File: config.mk
export PLATFORM = sky130hd
export DESIGN_NAME = egobox_div
export DESIGN_NICKNAME = d
export VERILOG_FILES = /design/src/rtl/egobox_pkg.sv /design/src/rtl/egobox_div.sv
export SDC_FILE = /design/constraint.sdc
export NUM_CORES = 2
export LEC_CHECK = 0
export BUFFER_PORTS_ARGS = -buffer_cell sky130_fd_sc_hd__buf_2
export CAP_MARGIN = 25
export CELL_PAD_IN_SITES_DETAIL_PLACEMENT = 1
export CELL_PAD_IN_SITES_GLOBAL_PLACEMENT = 2
export CORE_MARGIN = 8
export CORE_UTILIZATION = 40
export CTS_CLUSTER_DIAMETER = 100
export DETAILED_ROUTE_END_ITERATION = 8
export GPL_TIMING_DRIVEN = 1
export PLACE_DENSITY_LB_ADDON = 0.1
export REMOVE_ABC_BUFFERS = 1
export SKIP_LAST_GASP = 1
export SYNTH_ARGS = -nofsm -noshare
export SYNTH_HDL_FRONTEND = slang
export SYNTH_SLANG_ARGS = --single-unit
export TNS_END_PERCENT = 20
File: constraint.sdc
create_clock -name i_clk -period 4.7 [get_ports i_clk]
set_input_delay 0.47 -clock i_clk [delete_from_list [all_inputs] [get_ports i_clk]]
set_output_delay 0.47 -clock i_clk [all_outputs]
set_load 0.02 [all_outputs]
File: src/rtl/egobox_pkg.sv
// ----------------------------------------------------------------------------
// Ego box occlusion package
// Widths, stream layout, register indexes and item kinds shared by the block.
// ----------------------------------------------------------------------------
package egobox_pkg;

    localparam int POS_W           = 32;          // Q16.16 position
    localparam int DIF_W           = POS_W + 1;   // difference of two positions
    localparam int NUM_W           = POS_W + 2;   // slab numerator
    localparam int W_W             = 17;          // coverage weight
    localparam int CAM_W           = 3;           // camera index field
    localparam int CNT_W           = 4;           // camera_count register
    localparam int NSLOT           = 3;
    localparam int NAX             = 3;
    localparam int MAX_CAMERAS_DEF = 8;
    localparam int FRAC_BITS_DEF   = 16;

    // Input tdata layout, lowest bit first.
    localparam int IN_LOAD_LSB  = 0;
    localparam int IN_PT_LSB    = IN_LOAD_LSB + CAM_W;
    localparam int IN_CAM_LSB   = IN_PT_LSB + NAX * POS_W;
    localparam int IN_W_LSB     = IN_CAM_LSB + NSLOT * CAM_W;
    localparam int IN_USED_W    = IN_W_LSB + NSLOT * W_W;
    localparam int IN_DATA_W    = ((IN_USED_W + 7) / 8) * 8;
    localparam int OUT_USED_W   = NSLOT * W_W;
    localparam int OUT_DATA_W   = ((OUT_USED_W + 7) / 8) * 8;

    localparam int REG_IDX_W    = 3;
    typedef logic [REG_IDX_W-1:0] t_reg_idx;
    localparam t_reg_idx REG_CENTER_X = 3'd0;
    localparam t_reg_idx REG_CENTER_Y = 3'd1;
    localparam t_reg_idx REG_CENTER_Z = 3'd2;
    localparam t_reg_idx REG_HALF_X   = 3'd3;
    localparam t_reg_idx REG_HALF_Y   = 3'd4;
    localparam t_reg_idx REG_HALF_Z   = 3'd5;
    localparam t_reg_idx REG_CAM_CNT  = 3'd6;

    localparam logic MODE_LOAD = 1'b0;
    localparam logic MODE_TEST = 1'b1;

endpackage

File: src/rtl/egobox_div.sv
// ----------------------------------------------------------------------------
// Slab parameter divider
// Pipelined restoring divider: (num << FRAC_BITS) / den, truncated toward
// zero, with the magnitude saturated once it no longer fits FRAC_BITS + 2 bits.
// ----------------------------------------------------------------------------
module egobox_div #(
    parameter int FRAC_BITS = egobox_pkg::FRAC_BITS_DEF
) (
    input  logic                                i_clk,
    input  logic                                i_en,
    input  logic signed [egobox_pkg::NUM_W-1:0] i_num,
    input  logic signed [egobox_pkg::DIF_W-1:0] i_den,
    output logic signed [FRAC_BITS+2:0]         o_quo
);

    localparam int QW = FRAC_BITS + 2;
    localparam int RW = egobox_pkg::NUM_W + FRAC_BITS;

    logic [egobox_pkg::NUM_W-1:0] mag_n;
    logic [egobox_pkg::DIF_W-1:0] mag_d;
    logic                         sat;

    logic [RW-1:0]                  r_rem [QW+1];
    logic [egobox_pkg::DIF_W-1:0]   r_dv  [QW+1];
    logic [QW-1:0]                  r_q   [QW+1];
    logic                           r_neg [QW+1];
    logic                           r_sat [QW+1];
    logic [QW-1:0]                  mag_q;

    assign mag_n = i_num[egobox_pkg::NUM_W-1] ? -i_num : i_num;
    assign mag_d = i_den[egobox_pkg::DIF_W-1] ? -i_den : i_den;
    // The quotient reaches 2^QW exactly when |num| >= 4 |den|.
    assign sat   = (egobox_pkg::DIF_W+2)'(mag_n) >= {mag_d, 2'b00};

    always_ff @(posedge i_clk) begin
        if (i_en) begin
            r_rem[0] <= RW'(mag_n) << FRAC_BITS;
            r_dv[0]  <= mag_d;
            r_q[0]   <= '0;
            r_neg[0] <= i_num[egobox_pkg::NUM_W-1] ^ i_den[egobox_pkg::DIF_W-1];
            r_sat[0] <= sat;
        end
    end

    for (genvar k = 0; k < QW; k++) begin : g_bit
        localparam int B = QW - 1 - k;
        logic [RW-1:0] c_shf;
        logic          c_ge;

        assign c_shf = RW'(r_dv[k]) << B;
        assign c_ge  = r_rem[k] >= c_shf;

        always_ff @(posedge i_clk) begin
            if (i_en) begin
                r_rem[k+1] <= c_ge ? (r_rem[k] - c_shf) : r_rem[k];
                r_dv[k+1]  <= r_dv[k];
                r_q[k+1]   <= r_q[k] | (QW'(c_ge) << B);
                r_neg[k+1] <= r_neg[k];
                r_sat[k+1] <= r_sat[k];
            end
        end
    end

    assign mag_q = r_sat[QW] ? '1 : r_q[QW];
    assign o_quo = r_neg[QW] ? -$signed({1'b0, mag_q}) : $signed({1'b0, mag_q});

endmodule

==> impl_metrics.json <==
{
  "use_met3_pct": 2.33,
  "synth_top_family_by_area": "compound AO/OA/AOI/OAI gates",
  "leakagePower_uw": 0.0406,
  "grt.busiest_layer": "met2",
  "clkTransAtPathRegs_ns": 0.05,
  "mostFrequentLayoutCell": "edfxtp_1",
  "grt_util_met2_pct": 40.2,
  "rsz0062_at_grt": "true",
  "grt_max_degree": 147,
  "start_kind": "primary input",
  "finalWirelength_mm": 229,
  "io_pins": 88,
  "setup_violations": 0,
  "fp-row-count": 173,
  "cp-end-kind": "flop",
  "tightest_slew_ns": 0.925,
  "multi_input_area_um2": 39000,
  "drtIter0Drc": 2381,
  "internal_power_uw": 39100,
  "ys_seq_elements": 1535,
  "cts_root_buffer": "clkbuf_16",
  "skew_ns": 0.0328,
  "antenna_found_initial": 3,
  "placed_cell_area_um2": 94700,
  "arrival_ns": 5.27,
  "maxCapViolations": 0,
  "grt_overflow": 0,
  "fin_crit_sh_pct": 99.5,
  "final_max_slew_viol_count": 0,
  "avgSynthCellArea_um2": 10.8,
  "vias_per_cell": 5.28,
  "p_clk_share_pct": 22.2,
  "min_path_type": "primary input to flop",
  "whs_endpoint": "r_rem[0][39]",
  "status": "finished clean",
  "place.gp.congestion": 0.876,
  "cts_buffers": 181,
  "irDropWorstVdd_mv": 0.274,
  "power_density_nw_per_um2": 613,
  "insertion_delay_ns": 0.84,
  "synth-simple-area-share_pct": 10.9,
  "min_period_ns": 4.68,
  "holdPathStages": 3,
  "path_class": "primary input to flop",
  "r2r_end": "r_rem[7][18]",
  "fp.dieW_um": 487,
  "first_global_vias": 68200,
  "grt_pass1_wl_mm": 359,
  "synthDistinctLibCells": 100,
  "critPathMaxStageDelay_ns": 0.54,
  "worstHoldStart": "i_num[23]",
  "crit_path_max_fanout": 4,
  "synth-compound-area-share_pct": 15.1,
  "timing.rr.start": "r_dv[6][1]",
  "place.port_buffers": 87,
  "r2r_cells": 13,
  "ys.flop_type": "edfxtp_1",
  "use_met1_pct": 16.1,
  "layout_common_cells": "edfxtp_1 (1535), inv_1 (821), a21oi_1 (701)",
  "fillers": 23800,
  "synthAdderAreaFrac_pct": 9.22,
  "synth.mux.area_fraction_pct": 1.91,
  "seq_power_share_pct": 35.4,
  "crit_path_top_delay_cell": "or4_1",
  "p_sw_uw": 22700,
  "drc": 0,
  "synthCells": 8202,
  "clock.fmax_mhz": 214,
  "synth_edf_count": 1535,
  "cts_num_sinks": 1535,
  "synth_xor_area_share_pct": 6.53,
  "swShare_pct": 36.8,
  "slew_headroom_pct": 38.3,
  "ant_nets": 0,
  "h-tree-depth": 4,
  "tritoncts": "built",
  "area_growth_pct": 13.6,
  "firstDrtPassIters": 5,
  "cts.path.max_buffers": 3,
  "drive_gt1_share_pct": 9.38,
  "die_y_um": 487,
  "comb_power_share_pct": 42.5,
  "core_um2": 221000,
  "yosysWarningCount": 0,
  "grt.total_usage_pct": 18.9,
  "required_ns": 5.29,
  "worstPathCellList": "dlygate4sd3_1 > buf_2 > inv_1 > ha_1 > nand2b_1 > or3_1 > or4_4 > or4_1 > or3_1 > buf_4 > o21ai_1 > xnor2_1 > ha_1 > a21oi_1 > nor2b_1 > o21ai_0 > or4bb_1 > o21bai_1 > and3b_1",
  "vias": 61700,
  "initial_utilization_pct": 40.1,
  "r2r_slack_ns": 0.30,
  "crit_path_start": "i_num[0]",
  "hold_viol": 0,
  "seq_area_frac_synth_pct": 51.9,
  "register_area_um2": 46100,
  "netlist_area_um2": 88800,
  "async_flop_share_pct": 0,
  "final_nets": 9278,
  "dp_hpwl_mm": 183,
  "fin_hold_ws_ns": 0.0859,
  "wl_per_cell_um": 19.6,
  "post_cts_buffers": 0,
  "fin_setup_tns_ns": 0,
  "die-area_um2": 237000,
  "final_area_um2": 101000
}
==> sequential cells by signal (all words and copies together) (netlist names) <==
signal	flops
r_dv	594
r_q	171
r_rem	732
r_sat	19
r_neg	19
==> cell type report <==
cell class / count / area share, %
well taps: 2975 / 3.69
multi-input cells: 5640 / 38.7
diodes: 4 / 0.00993
repair buffers: 384 / 3.08
clock buffers: 225 / 4.66
clock inverters: 104 / 1.08
inverters: 823 / 3.06
flip-flops and latches: 1535 / 45.7
==> per-stage QoR <==
step / instances / worst slack, ns / util [%] / power [uW]
finish: 11700 / 0.0240 / 45.5 / 61800
detailed placement: 11300 / -0.549 / 42.8 / 48500
floorplan: 7998 / -1.43 / - / 40200
global route: 11700 / -0.122 / 45.5 / 66000
global placement: 11300 / -0.586 / 42.8 / 47900
CTS: 11700 / 0.0116 / 45.5 / 62600
==> critical path: cells and delay by family <==
kind / cells / cell delay [ns]
xor gates and xnor gates: 1 / 0.17
buffers and inverters: 4 / 0.90
and+or+nand+nor: 8 / 2.70
adders and majority gates: 2 / 0.46
AOI/OAI and AO/OA: 4 / 0.57
==> cell families after synthesis <==
group                    count (synthesis)
AO/OA/AOI/OAI                         2179
XOR/XNOR                               661
adder cells (fa/ha/maj)                644
buffers and inverters                 1027
flip-flops                            1535
multiplexers                           152
AND/OR/NAND/NOR                       2004
==> what timing repair did <==
item,4_1_cts,5_1_grt
hold buffers,32,0
endpoints found under the hold margin,33,0
gates resized for setup,0,6
setup endpoints to repair,0,27
==> synth_stat cells (all sizes together) (12+ instances only) <==
library cell	instances	area share, %
a211o	21	0.21
a211oi	42	0.36
a21boi	14	0.12
a21o	313	2.6
a21oi	703	4.0
a221o	12	0.14
a221oi	18	0.18
a31oi	65	0.46
and2	36	0.25
and3	51	0.36
and4	22	0.22
buf	36	0.17
clkbuf	168	0.71
edfxtp	1535	52
fa	17	0.38
ha	627	8.8
inv	822	3.5
mux2	139	1.8
mux2i	13	0.15
nand2	634	2.7
nand2b	88	0.62
nand3	130	0.73
nand3b	19	0.16
nand4	85	0.60
nand4b	13	0.13
nor2	482	2.0
nor2b	97	0.68
nor3	125	0.71
nor3b	15	0.13
nor4	53	0.37
o2111ai	13	0.13
o211ai	33	0.28
o21a	88	0.74
o21ai	573	3.2
o21bai	71	0.60
o22ai	16	0.11
o31a	17	0.17
o31ai	61	0.54
o41ai	22	0.23
or2	37	0.26
or3	60	0.43
or4	36	0.33
xnor2	380	3.8
xor2	281	2.8
==> power by group through the flow <==
stage                     clock network, uW  registers [uW]  logic (uW)
after floorplan                           0           21300       18900
after global placement                    0           22100       25900
after detailed placement                  0           22100       26300
after CTS                             14200           21900       26500
after global routing                  14600           22200       29100
final                                 13700           21800       26200
==> worst max path at each step <==
stage	slack, ns	cells after the start	endpoint
6_report	0.02	19	r_sat[0]
5_1_grt	-0.12	22	r_sat[0]
4_1_cts	0.01	21	r_sat[0]
3_5_place_dp	-0.55	20	r_sat[0]
3_3_place_gp	-0.59	20	r_sat[0]
2_1_floorplan	-1.43	12	r_rem[16][41]
==> routing by layer <==
metal	vias up	part of all wire [%]
li1	30600	-
met1	29800	33
met2	800	58
met3	577	2.1
met4	0	7.2
met5	-	0
Power figures use the tool's default switching activity.
